==> config.mk <==
export PLATFORM = sky130hd
export DESIGN_NAME = http_message_framer_unit
export DESIGN_NICKNAME = d
export VERILOG_FILES = /design/src/rtl/hmf_pkg.sv /design/src/rtl/hmf_queue.sv /design/src/rtl/hmf_front.sv /design/src/rtl/hmf_back.sv /design/src/rtl/http_message_framer_unit.sv
export VERILOG_INCLUDE_DIRS = /design/src /design/src/rtl
export SDC_FILE = /design/constraint.sdc
export NUM_CORES = 1
export LEC_CHECK = 0
export BUFFER_PORTS_ARGS = -buffer_cell sky130_fd_sc_hd__buf_2
export CORE_MARGIN = 2
export CORE_UTILIZATION = 40
export DETAILED_ROUTE_END_ITERATION = 6
export PLACE_DENSITY = 0.63
export SLEW_MARGIN = 20
export SYNTH_ARGS = -nofsm -noshare
export SYNTH_HDL_FRONTEND = slang
export SYNTH_SLANG_ARGS = --single-unit
==> constraint.sdc <==
create_clock -name clk -period 5.4 [get_ports clk]
set_input_delay 0.81 -clock clk [delete_from_list [all_inputs] [get_ports clk]]
set_output_delay 0.81 -clock clk [all_outputs]
set_load 0.02 [all_outputs]
==> src/rtl/assert_macros.svh <==
// Assertion helpers shared by the framer RTL.
`ifndef ASSERT_MACROS_SVH
`define ASSERT_MACROS_SVH

`ifndef SYNTHESIS

// Property that must hold at every clock while out of reset.
`define HMF_ASSERT(lbl, clk, rst_n, prop, msg) \
    lbl: assert property (@(posedge clk) disable iff (!rst_n) prop) else $error(msg);

// Condition that must never be true while out of reset.
`define HMF_ASSERT_NEVER(lbl, clk, rst_n, cond, msg) \
    lbl: assert property (@(posedge clk) disable iff (!rst_n) !(cond)) else $error(msg);

`else

`define HMF_ASSERT(lbl, clk, rst_n, prop, msg)
`define HMF_ASSERT_NEVER(lbl, clk, rst_n, cond, msg)

`endif

`endif

==> src/rtl/hmf_pkg.sv <==
`default_nettype none

package hmf_pkg;

    // Width of the content length counter and accumulator.
    localparam int LENGTH_BITS = 32;
    // Accumulator width with headroom for one multiply-by-ten step.
    localparam int LEN_EXT_BITS = LENGTH_BITS + 4;
    localparam int OUT_LEN_BITS = 32;

    // Front-to-back queue geometry.
    localparam int QUEUE_DEPTH     = 4;
    localparam int QUEUE_PTR_BITS  = $clog2(QUEUE_DEPTH);
    localparam int QUEUE_CNT_BITS  = $clog2(QUEUE_DEPTH + 1);

    // Marker "\r\ncontent-length:" matched against lower-cased bytes.
    localparam int MARK_LEN      = 17;
    localparam int MARK_POS_BITS = 5;

    localparam logic [7:0] CHR_CR   = 8'h0D;
    localparam logic [7:0] CHR_LF   = 8'h0A;
    localparam logic [7:0] CHR_PLUS = 8'h2B;

    typedef enum logic [1:0] {
        PH_HEADER,
        PH_BODY,
        PH_LOCKED
    } phase_t;

    typedef enum logic [2:0] {
        VS_IDLE,
        VS_LEAD,
        VS_SIGN,
        VS_DIGITS,
        VS_TRAIL,
        VS_BAD,
        VS_GOOD,
        VS_FAIL
    } value_state_t;

    // One classified byte as carried from front to back.
    typedef struct packed {
        logic [7:0] data;
        logic [7:0] lower;
        logic [3:0] digit;
        logic       is_digit;
        logic       is_ws;
        logic       is_cr;
        logic       is_lf;
        logic       is_plus;
    } byte_class_t;

    // Marker character at a given match position.
    function automatic logic [7:0] mark_char(input logic [MARK_POS_BITS-1:0] pos);
        logic [7:0] c;
        case (pos)
            5'd0:    c = CHR_CR;
            5'd1:    c = CHR_LF;
            5'd2:    c = "c";
            5'd3:    c = "o";
            5'd4:    c = "n";
            5'd5:    c = "t";
            5'd6:    c = "e";
            5'd7:    c = "n";
            5'd8:    c = "t";
            5'd9:    c = "-";
            5'd10:   c = "l";
            5'd11:   c = "e";
            5'd12:   c = "n";
            5'd13:   c = "g";
            5'd14:   c = "t";
            5'd15:   c = "h";
            5'd16:   c = ":";
            default: c = 8'h00;
        endcase
        return c;
    endfunction

endpackage

`default_nettype wire

==> src/rtl/hmf_queue.sv <==
`default_nettype none

module hmf_queue (
    input  wire logic                clk,
    input  wire logic                rst_n,
    input  wire logic                push,
    input  wire hmf_pkg::byte_class_t push_data,
    output logic                     full,
    input  wire logic                pop,
    output logic                     not_empty,
    output hmf_pkg::byte_class_t     pop_data
);
    import hmf_pkg::*;

    byte_class_t                slot_reg [QUEUE_DEPTH];
    logic [QUEUE_PTR_BITS-1:0]  wr_ptr_reg, wr_ptr_next;
    logic [QUEUE_PTR_BITS-1:0]  rd_ptr_reg, rd_ptr_next;
    logic [QUEUE_CNT_BITS-1:0]  count_reg, count_next;

    assign full      = (count_reg == QUEUE_CNT_BITS'(QUEUE_DEPTH));
    assign not_empty = (count_reg != '0);
    assign pop_data  = slot_reg[rd_ptr_reg];

    // Pointer and fill count update
    always_comb
    begin
        wr_ptr_next = push ? wr_ptr_reg + 1'b1 : wr_ptr_reg;
        rd_ptr_next = pop  ? rd_ptr_reg + 1'b1 : rd_ptr_reg;
        count_next  = count_reg;
        if (push && !pop)
        begin
            count_next = count_reg + 1'b1;
        end
        else if (pop && !push)
        begin
            count_next = count_reg - 1'b1;
        end
    end

    always_ff @(posedge clk or negedge rst_n)
    begin
        if (!rst_n)
        begin
            wr_ptr_reg <= '0;
            rd_ptr_reg <= '0;
            count_reg  <= '0;
        end
        else
        begin
            wr_ptr_reg <= wr_ptr_next;
            rd_ptr_reg <= rd_ptr_next;
            count_reg  <= count_next;
        end
    end

    // Storage, no reset needed
    always_ff @(posedge clk)
    begin
        if (push)
        begin
            slot_reg[wr_ptr_reg] <= push_data;
        end
    end

`include "assert_macros.svh"
    `HMF_ASSERT_NEVER(a_no_push_full, clk, rst_n, push && full, "push into full queue")
    `HMF_ASSERT_NEVER(a_no_pop_empty, clk, rst_n, pop && !not_empty, "pop from empty queue")
    `HMF_ASSERT(a_count_track, clk, rst_n, (push && !pop) |=> (count_reg == $past(count_reg) + 1'b1), "queue count did not grow on push")

endmodule

`default_nettype wire

==> src/rtl/hmf_front.sv <==
`default_nettype none

module hmf_front (
    input  wire logic                 req_valid,
    output logic                      req_stall,
    input  wire logic [7:0]           data_byte,
    input  wire logic                 queue_full,
    output logic                      push,
    output hmf_pkg::byte_class_t      push_data
);
    import hmf_pkg::*;

    // Take a byte whenever the queue has room
    assign req_stall = queue_full;
    assign push      = req_valid && !queue_full;

    // Classify the byte for the framer
    always_comb
    begin
        push_data.data     = data_byte;
        push_data.lower    = (data_byte inside {["A":"Z"]}) ? data_byte + 8'd32 : data_byte;
        push_data.digit    = data_byte[3:0];
        push_data.is_digit = (data_byte inside {["0":"9"]});
        push_data.is_ws    = (data_byte inside {8'h20, [8'h09:8'h0D]});
        push_data.is_cr    = (data_byte == CHR_CR);
        push_data.is_lf    = (data_byte == CHR_LF);
        push_data.is_plus  = (data_byte == CHR_PLUS);
    end

endmodule

`default_nettype wire

==> src/rtl/hmf_back.sv <==
`default_nettype none

module hmf_back (
    input  wire logic                 clk,
    input  wire logic                 rst_n,
    input  wire logic                 queue_not_empty,
    input  wire hmf_pkg::byte_class_t queue_data,
    output logic                      pop,
    output logic                      res_valid,
    input  wire logic                 res_stall,
    output logic [7:0]                byte_out,
    output logic                      in_body,
    output logic                      msg_last,
    output logic [31:0]               body_length,
    output logic                      length_error
);
    import hmf_pkg::*;

    phase_t                     phase_reg, phase_next;
    value_state_t               vs_reg, vs_next;
    logic [1:0]                 crlf_reg, crlf_next;
    logic [MARK_POS_BITS-1:0]   pos_reg, pos_next;
    logic [LENGTH_BITS-1:0]     acc_reg, acc_next;
    logic                       seen_reg, seen_next;
    logic [LENGTH_BITS-1:0]     left_reg, left_next;

    logic                       res_valid_reg, res_valid_next;
    logic [7:0]                 byte_out_reg;
    logic                       in_body_reg, in_body_next;
    logic                       msg_end_reg, msg_end_next;
    logic [OUT_LEN_BITS-1:0]    blen_reg, blen_next;
    logic                       err_reg, err_next;

    logic [LEN_EXT_BITS-1:0]    acc_ext;
    logic [LEN_EXT_BITS-1:0]    acc_times_ten;
    logic                       acc_ovf;
    value_state_t               digit_vs;
    logic [LENGTH_BITS-1:0]     digit_acc;
    logic                       prev_cr;
    logic [MARK_POS_BITS-1:0]   pos_inc;
    logic [LENGTH_BITS-1:0]     len_final;

    // Output register frees up when empty or taken this cycle
    assign pop = queue_not_empty && (!res_valid_reg || !res_stall);

    // acc * 10 + digit, with overflow out of LENGTH_BITS
    always_comb
    begin
        acc_ext       = LEN_EXT_BITS'(acc_reg);
        acc_times_ten = (acc_ext << 3) + (acc_ext << 1) + LEN_EXT_BITS'(queue_data.digit);
        acc_ovf       = |acc_times_ten[LEN_EXT_BITS-1:LENGTH_BITS];
        digit_vs      = acc_ovf ? VS_BAD : VS_DIGITS;
        digit_acc     = acc_ovf ? acc_reg : acc_times_ten[LENGTH_BITS-1:0];
    end

    // Framing state machine, one byte per pop
    always_comb
    begin
        phase_next     = phase_reg;
        vs_next        = vs_reg;
        crlf_next      = crlf_reg;
        pos_next       = pos_reg;
        acc_next       = acc_reg;
        seen_next      = seen_reg;
        left_next      = left_reg;
        in_body_next   = 1'b0;
        msg_end_next   = 1'b0;
        blen_next      = '0;
        err_next       = 1'b0;
        prev_cr        = (crlf_reg == 2'd1) || (crlf_reg == 2'd3);
        pos_inc        = pos_reg + 1'b1;
        len_final      = seen_reg ? acc_reg : '0;
        res_valid_next = pop ? 1'b1 : (res_valid_reg && res_stall);

        if (pop)
        begin
            case (phase_reg)
                PH_LOCKED:
                begin
                    err_next = 1'b1;
                end
                PH_BODY:
                begin
                    in_body_next = 1'b1;
                    if (left_reg <= LENGTH_BITS'(1))
                    begin
                        left_next    = '0;
                        msg_end_next = 1'b1;
                        phase_next   = PH_HEADER;
                    end
                    else
                    begin
                        left_next = left_reg - 1'b1;
                    end
                end
                PH_HEADER:
                begin
                    if (crlf_reg == 2'd3 && queue_data.is_lf)
                    begin
                        // Blank line: headers done
                        if (seen_reg && vs_reg != VS_GOOD)
                        begin
                            err_next   = 1'b1;
                            phase_next = PH_LOCKED;
                        end
                        else
                        begin
                            blen_next = OUT_LEN_BITS'(len_final);
                            if (len_final == '0)
                            begin
                                msg_end_next = 1'b1;
                            end
                            else
                            begin
                                left_next  = len_final;
                                phase_next = PH_BODY;
                            end
                        end
                        crlf_next = '0;
                        pos_next  = '0;
                        vs_next   = VS_IDLE;
                        acc_next  = '0;
                        seen_next = 1'b0;
                    end
                    else
                    begin
                        if (vs_reg inside {VS_LEAD, VS_SIGN, VS_DIGITS, VS_TRAIL, VS_BAD})
                        begin
                            // Value parsing
                            if (queue_data.is_lf && prev_cr)
                            begin
                                vs_next = (vs_reg == VS_DIGITS || vs_reg == VS_TRAIL)
                                          ? VS_GOOD : VS_FAIL;
                            end
                            else
                            begin
                                case (vs_reg)
                                    VS_LEAD:
                                    begin
                                        if (queue_data.is_digit)
                                        begin
                                            vs_next  = digit_vs;
                                            acc_next = digit_acc;
                                        end
                                        else if (queue_data.is_plus)
                                        begin
                                            vs_next = VS_SIGN;
                                        end
                                        else if (!queue_data.is_ws)
                                        begin
                                            vs_next = VS_BAD;
                                        end
                                    end
                                    VS_SIGN:
                                    begin
                                        if (queue_data.is_digit)
                                        begin
                                            vs_next  = digit_vs;
                                            acc_next = digit_acc;
                                        end
                                        else
                                        begin
                                            vs_next = VS_BAD;
                                        end
                                    end
                                    VS_DIGITS:
                                    begin
                                        if (queue_data.is_digit)
                                        begin
                                            vs_next  = digit_vs;
                                            acc_next = digit_acc;
                                        end
                                        else
                                        begin
                                            vs_next = queue_data.is_ws ? VS_TRAIL : VS_BAD;
                                        end
                                    end
                                    VS_TRAIL:
                                    begin
                                        if (!queue_data.is_ws)
                                        begin
                                            vs_next = VS_BAD;
                                        end
                                    end
                                    default:
                                    begin
                                    end
                                endcase
                            end
                        end
                        else if (!seen_reg)
                        begin
                            // Header name matching
                            if (queue_data.lower == mark_char(pos_reg))
                            begin
                                if (pos_inc == MARK_POS_BITS'(MARK_LEN))
                                begin
                                    pos_next  = '0;
                                    seen_next = 1'b1;
                                    acc_next  = '0;
                                    vs_next   = VS_LEAD;
                                end
                                else
                                begin
                                    pos_next = pos_inc;
                                end
                            end
                            else
                            begin
                                pos_next = queue_data.is_cr ? MARK_POS_BITS'(1) : '0;
                            end
                        end

                        // CR LF CR LF tracking
                        if (queue_data.is_cr)
                        begin
                            crlf_next = (crlf_reg == 2'd2) ? 2'd3 : 2'd1;
                        end
                        else if (queue_data.is_lf && crlf_reg == 2'd1)
                        begin
                            crlf_next = 2'd2;
                        end
                        else
                        begin
                            crlf_next = 2'd0;
                        end
                    end
                end
                default:
                begin
                end
            endcase
        end
    end

    always_ff @(posedge clk or negedge rst_n)
    begin
        if (!rst_n)
        begin
            phase_reg     <= PH_HEADER;
            vs_reg        <= VS_IDLE;
            crlf_reg      <= '0;
            pos_reg       <= '0;
            acc_reg       <= '0;
            seen_reg      <= 1'b0;
            left_reg      <= '0;
            res_valid_reg <= 1'b0;
        end
        else
        begin
            phase_reg     <= phase_next;
            vs_reg        <= vs_next;
            crlf_reg      <= crlf_next;
            pos_reg       <= pos_next;
            acc_reg       <= acc_next;
            seen_reg      <= seen_next;
            left_reg      <= left_next;
            res_valid_reg <= res_valid_next;
        end
    end

    // Result payload, loaded on each pop
    always_ff @(posedge clk)
    begin
        if (pop)
        begin
            byte_out_reg <= queue_data.data;
            in_body_reg  <= in_body_next;
            msg_end_reg  <= msg_end_next;
            blen_reg     <= blen_next;
            err_reg      <= err_next;
        end
    end

    assign res_valid    = res_valid_reg;
    assign byte_out     = byte_out_reg;
    assign in_body      = in_body_reg;
    assign msg_last     = msg_end_reg;
    assign body_length  = blen_reg;
    assign length_error = err_reg;

`include "assert_macros.svh"
    `HMF_ASSERT(a_lock_sticks, clk, rst_n, (phase_reg == PH_LOCKED) |=> (phase_reg == PH_LOCKED), "error lock released")
    `HMF_ASSERT_NEVER(a_body_nonzero, clk, rst_n, (phase_reg == PH_BODY) && (left_reg == '0), "body phase with no bytes left")
    `HMF_ASSERT_NEVER(a_err_clean, clk, rst_n, res_valid_reg && err_reg && (in_body_reg || msg_end_reg), "error result carries framing marks")
    `HMF_ASSERT_NEVER(a_pos_range, clk, rst_n, pos_reg >= MARK_POS_BITS'(MARK_LEN), "marker position out of range")

endmodule

`default_nettype wire

==> src/rtl/http_message_framer_unit.sv <==
// HTTP/1.1 message framer (Content-Length framing).
// Input channel: req_valid / req_stall / data_byte, one request byte per transaction.
// Output channel: res_valid / res_stall with byte_out, in_body, msg_last,
//   body_length and length_error; exactly one result transaction per input byte.
// The front classifies each byte and writes it into a 4-entry queue; the back
// pops the queue, runs header matching, length parsing and body counting,
// and loads the output register.
// An accepted byte is registered in a queue slot, then popped into the output register.
// Throughput: one byte per cycle while the receiver does not stall, set by the
// combinational back state update (one multiply-by-ten and add per digit).
// Reset: queue emptied, output invalid, header tracking cleared, error lock released.
// When the receiver stalls, the output register holds its transaction, the queue
// absorbs up to four more bytes, then req_stall rises until room frees up.
// A malformed or oversized length locks the framer: every later byte passes
// through with length_error set until reset.
`default_nettype none

module http_message_framer_unit (
    input  wire logic        clk,
    input  wire logic        rst_n,
    input  wire logic        req_valid,
    output logic             req_stall,
    input  wire logic [7:0]  data_byte,
    output logic             res_valid,
    input  wire logic        res_stall,
    output logic [7:0]       byte_out,
    output logic             in_body,
    output logic             msg_last,
    output logic [31:0]      body_length,
    output logic             length_error
);
    import hmf_pkg::*;

    logic         push;
    byte_class_t  push_data;
    logic         queue_full;
    logic         pop;
    logic         queue_not_empty;
    byte_class_t  queue_data;

    hmf_front u_front (
        .req_valid  (req_valid),
        .req_stall  (req_stall),
        .data_byte  (data_byte),
        .queue_full (queue_full),
        .push       (push),
        .push_data  (push_data)
    );

    hmf_queue u_queue (
        .clk       (clk),
        .rst_n     (rst_n),
        .push      (push),
        .push_data (push_data),
        .full      (queue_full),
        .pop       (pop),
        .not_empty (queue_not_empty),
        .pop_data  (queue_data)
    );

    hmf_back u_back (
        .clk             (clk),
        .rst_n           (rst_n),
        .queue_not_empty (queue_not_empty),
        .queue_data      (queue_data),
        .pop             (pop),
        .res_valid       (res_valid),
        .res_stall       (res_stall),
        .byte_out        (byte_out),
        .in_body         (in_body),
        .msg_last        (msg_last),
        .body_length     (body_length),
        .length_error    (length_error)
    );

endmodule

`default_nettype wire

==> metrics.md <==
| Metric | Value |
|---|---|
| Status | `completed` |
| Setup total negative slack | `0 ns` |
| CTS Buf Count | `17` |
| # DRC | `0` |
| Hold Crit Class | `input pin to asynchronous set/reset pin` |
| Drt total wl | `27830 um` |
| Final Hold Fails | `0` |
| Clock Sinks | `192` |
| CTS clock-pin slew for the worst setup and hold paths | `0.08 ns` |
| Max FFs per register | `64` |
| Post-Syn Area per Cell | `10.61 um^2` |
| Async SR Flop Fraction | `44.27%` |
| DIE AREA | `29800 um^2` |
| Vias in the first global route | `8369` |
| Hold_buf cts | `0` |
| Final max-slew violation count | `0` |
| Row cnt | `61` |
| Worst Max-Slew Pin Slew | `1.008 ns` |
| Layout net count | `1201` |
| Via-per-instance ratio | `5.770` |
| Mapped Area | `11370 um^2` |
| Ys flop type | `edfxtp_1` |
| Minimum clock period | `4.869 ns` |
| Worst-skew pair later-pin latency | `0.44 ns` |
| Post-route antenna net violation count | `0` |
| Critical path launch point type | `register` |
| First-pass GRT wire length | `45430 um` |
| Post-synth EDFFs | `107` |
| Synth warnings | `0` |
| Post-CTS sizing | `0` |
| Final GP Congestion | `0.8675` |
| Worst setup path category | `register to register` |
| IO Pins | `57` |
| Area Overhead vs Synth | `10.77%` |
| Worst EP required | `5.73 ns` |
| CTS tree | `built` |
| RSZ-0062 raised after global routing | `no` |
| Layout cell share with drive strength beyond 1 | `12.42%` |
| Cells after synthesis | `1072` |
| Relative slew slack | `31.88%` |
| Synth Register Bits | `192` |
| WHS | `0.3517 ns` |
| Grt ovf | `0` |
| Wire per inst | `18.59 um` |
| Crit path DAT | `5.20 ns` |
| Max Cap Violations | `0` |
| Synth unique cells | `78` |
| Final setup fails | `0` |
| Leakage | `5.097 nW` |
| VDD IR-drop max | `0.2900 mV` |
| Initial core utilization | `40.83%` |
| Post-layout power | `5.456 mW` |
| HPWL after DPL | `19500 um` |
| R2r worst-path depth | `14` |
| GRT Total Usage | `18.98%` |
| Die Span Y | `172.6 um` |
| Syn_nets | `1167` |
| Core box area | `27860 um^2` |
| Endpoint type of the worst setup path | `register` |
| CP Max Fanout | `32` |
| Port bufs | `56` |
| Period utilization | `90.16%` |
| Clock H-tree levels | `4` |
| Die width | `172.6 um` |
| Post-CTS Setup Repair Bufs | `0` |
| CTS root buffer | `clkbuf_16` |
| Achievable Freq | `205.4 MHz` |
| Pwr per Cell Area | `433.0 nW/um^2` |
| Vias | `8638` |
| DR iter-0 viols | `703` |
| Worst Clk Skew | `0.008314 ns` |
| N_diodes | `0` |
| Initial antenna violation count | `0` |
| 1st-pass router iterations | `5` |
| Clock Tree Buf Depth | `2` |
| Seq/Total Area, Yosys | `46.95%` |
| Largest net degree at the start of global routing | `65` |
[area by class of cell]
| cell class | count | area [um^2] |
|---|---|---|
| sequential | 192 | 5340 |
| multi-input combinational | 785 | 5682 |
| fill | 2607 | 15260 |
| timing repair buffer | 71 | 395.4 |
| tap | 378 | 473.0 |
| inverter | 39 | 146.4 |
| clock buffer | 17 | 425.4 |
| clock inverter | 15 | 137.6 |
[power by group]
part	leakage, nW	switching [mW]	internal, mW
sequential	2.03	0.142	1.82
clock	0.282	0.618	0.615
combinational	2.78	1.29	0.968
total	5.10	2.05	3.41
[cells in the final DEF, fill, tap and decap left out, types with 24 or more instances in the layout]
cell,count
and3_1,40
dfrtp_1,85
a21oi_1,74
nor3_1,24
nor2_1,67
a22o_1,24
inv_1,35
o21ai_0,90
buf_2,55
nand2_1,51
xnor2_1,32
edfxtp_1,107
ha_1,80
nand3_1,26
a21o_1,36
[synth_stat cells, types with 3 or more instances]
master,instances,area [um^2]
o21ai_1,8,40.04
and3_1,40,250.2
xnor2_1,32,280.3
a221o_1,9,90.09
inv_1,36,135.1
clkbuf_1,41,153.9
buf_1,5,18.77
buf_2,8,40.04
nor3_1,25,125.1
a21o_1,36,270.3
nand3_1,26,130.1
o41ai_1,3,26.28
mux4_2,17,382.9
fa_1,3,60.06
inv_2,3,11.26
a211oi_1,5,37.54
o21ai_0,90,450.4
edfxtp_1,107,3213
nand2_1,51,191.4
dfrtp_1,85,2127
nor2b_1,9,56.30
a22o_1,24,210.2
a21boi_0,3,22.52
o21a_1,6,45.04
a21oi_1,75,375.4
a22oi_1,11,82.58
a32oi_1,16,140.1
o22ai_1,5,31.28
and2_1,14,87.58
or3_1,7,43.79
a31oi_1,18,112.6
nor4_1,14,87.58
o21bai_1,6,45.04
nand4_1,6,37.54
xor2_1,8,70.07
nand2b_1,13,81.33
o211ai_1,6,45.04
nand3b_1,3,22.52
ha_1,80,1001
nor2_1,67,251.5
[stage by stage]
step	worst slack, ns	util, %	area [um^2]	instances
2_1_floorplan	1.069	-	11370	1072
3_3_place_gp	0.5885	43.21	12040	1465
3_5_place_dp	0.5087	43.21	12040	1465
4_1_cts	0.4794	45.23	12600	1497
5_1_grt	0.1614	45.23	12600	1497
6_report	0.5312	45.23	12600	1497
[per-layer routing]
metal / global-route usage [%] / wire, um
met5: 0 / 0
met4: 6.731 / 717
met1: 24.71 / 12370
met2: 32.03 / 13460
met3: 3.166 / 1280
[final timing paths]
kind	from	to	slack [ns]
max	u_queue.rd_ptr_reg[0]	u_back.acc_reg[0]	0.53
min	rst_n	u_back.left_reg[18]	0.35
max reg2reg	u_queue.rd_ptr_reg[0]	u_back.acc_reg[0]	0.53
min reg2reg	u_back.crlf_reg[1]	u_back.crlf_reg[1]	0.50
max in group asynchronous	rst_n	u_back.pos_reg[4]	4.00
min in group clk	u_back.crlf_reg[1]	u_back.crlf_reg[1]	0.50
[cell families (layout without fill, tap and decap cells)]
family	Yosys count	count (layout)	share of synthesized area [%]
xor gates and xnor gates	40	40	3.080
DFF	192	192	46.95
muxes	21	21	3.740
and+or+nand+nor	292	292	13.41
adders and majority gates	83	83	9.328
buffers and inverters	95	142	3.355
AOI/OAI and AO/OA	349	349	20.14
[critical path, cell delays in order, from the launching register on]
cell and delay, ns:
dfrtp_1 0.50, mux4_2 0.59, inv_1 0.10, fa_1 0.43, fa_1 0.48, nor2b_1 0.17, o2111ai_1 0.17, a21oi_1 0.36
o22ai_2 0.19, o221ai_1 0.24, mux2_1 0.40, nor3_1 0.31, a31oi_2 0.13, buf_4 0.26, a221o_1 0.38
No activity file was read; power rests on OpenSTA's default activity.
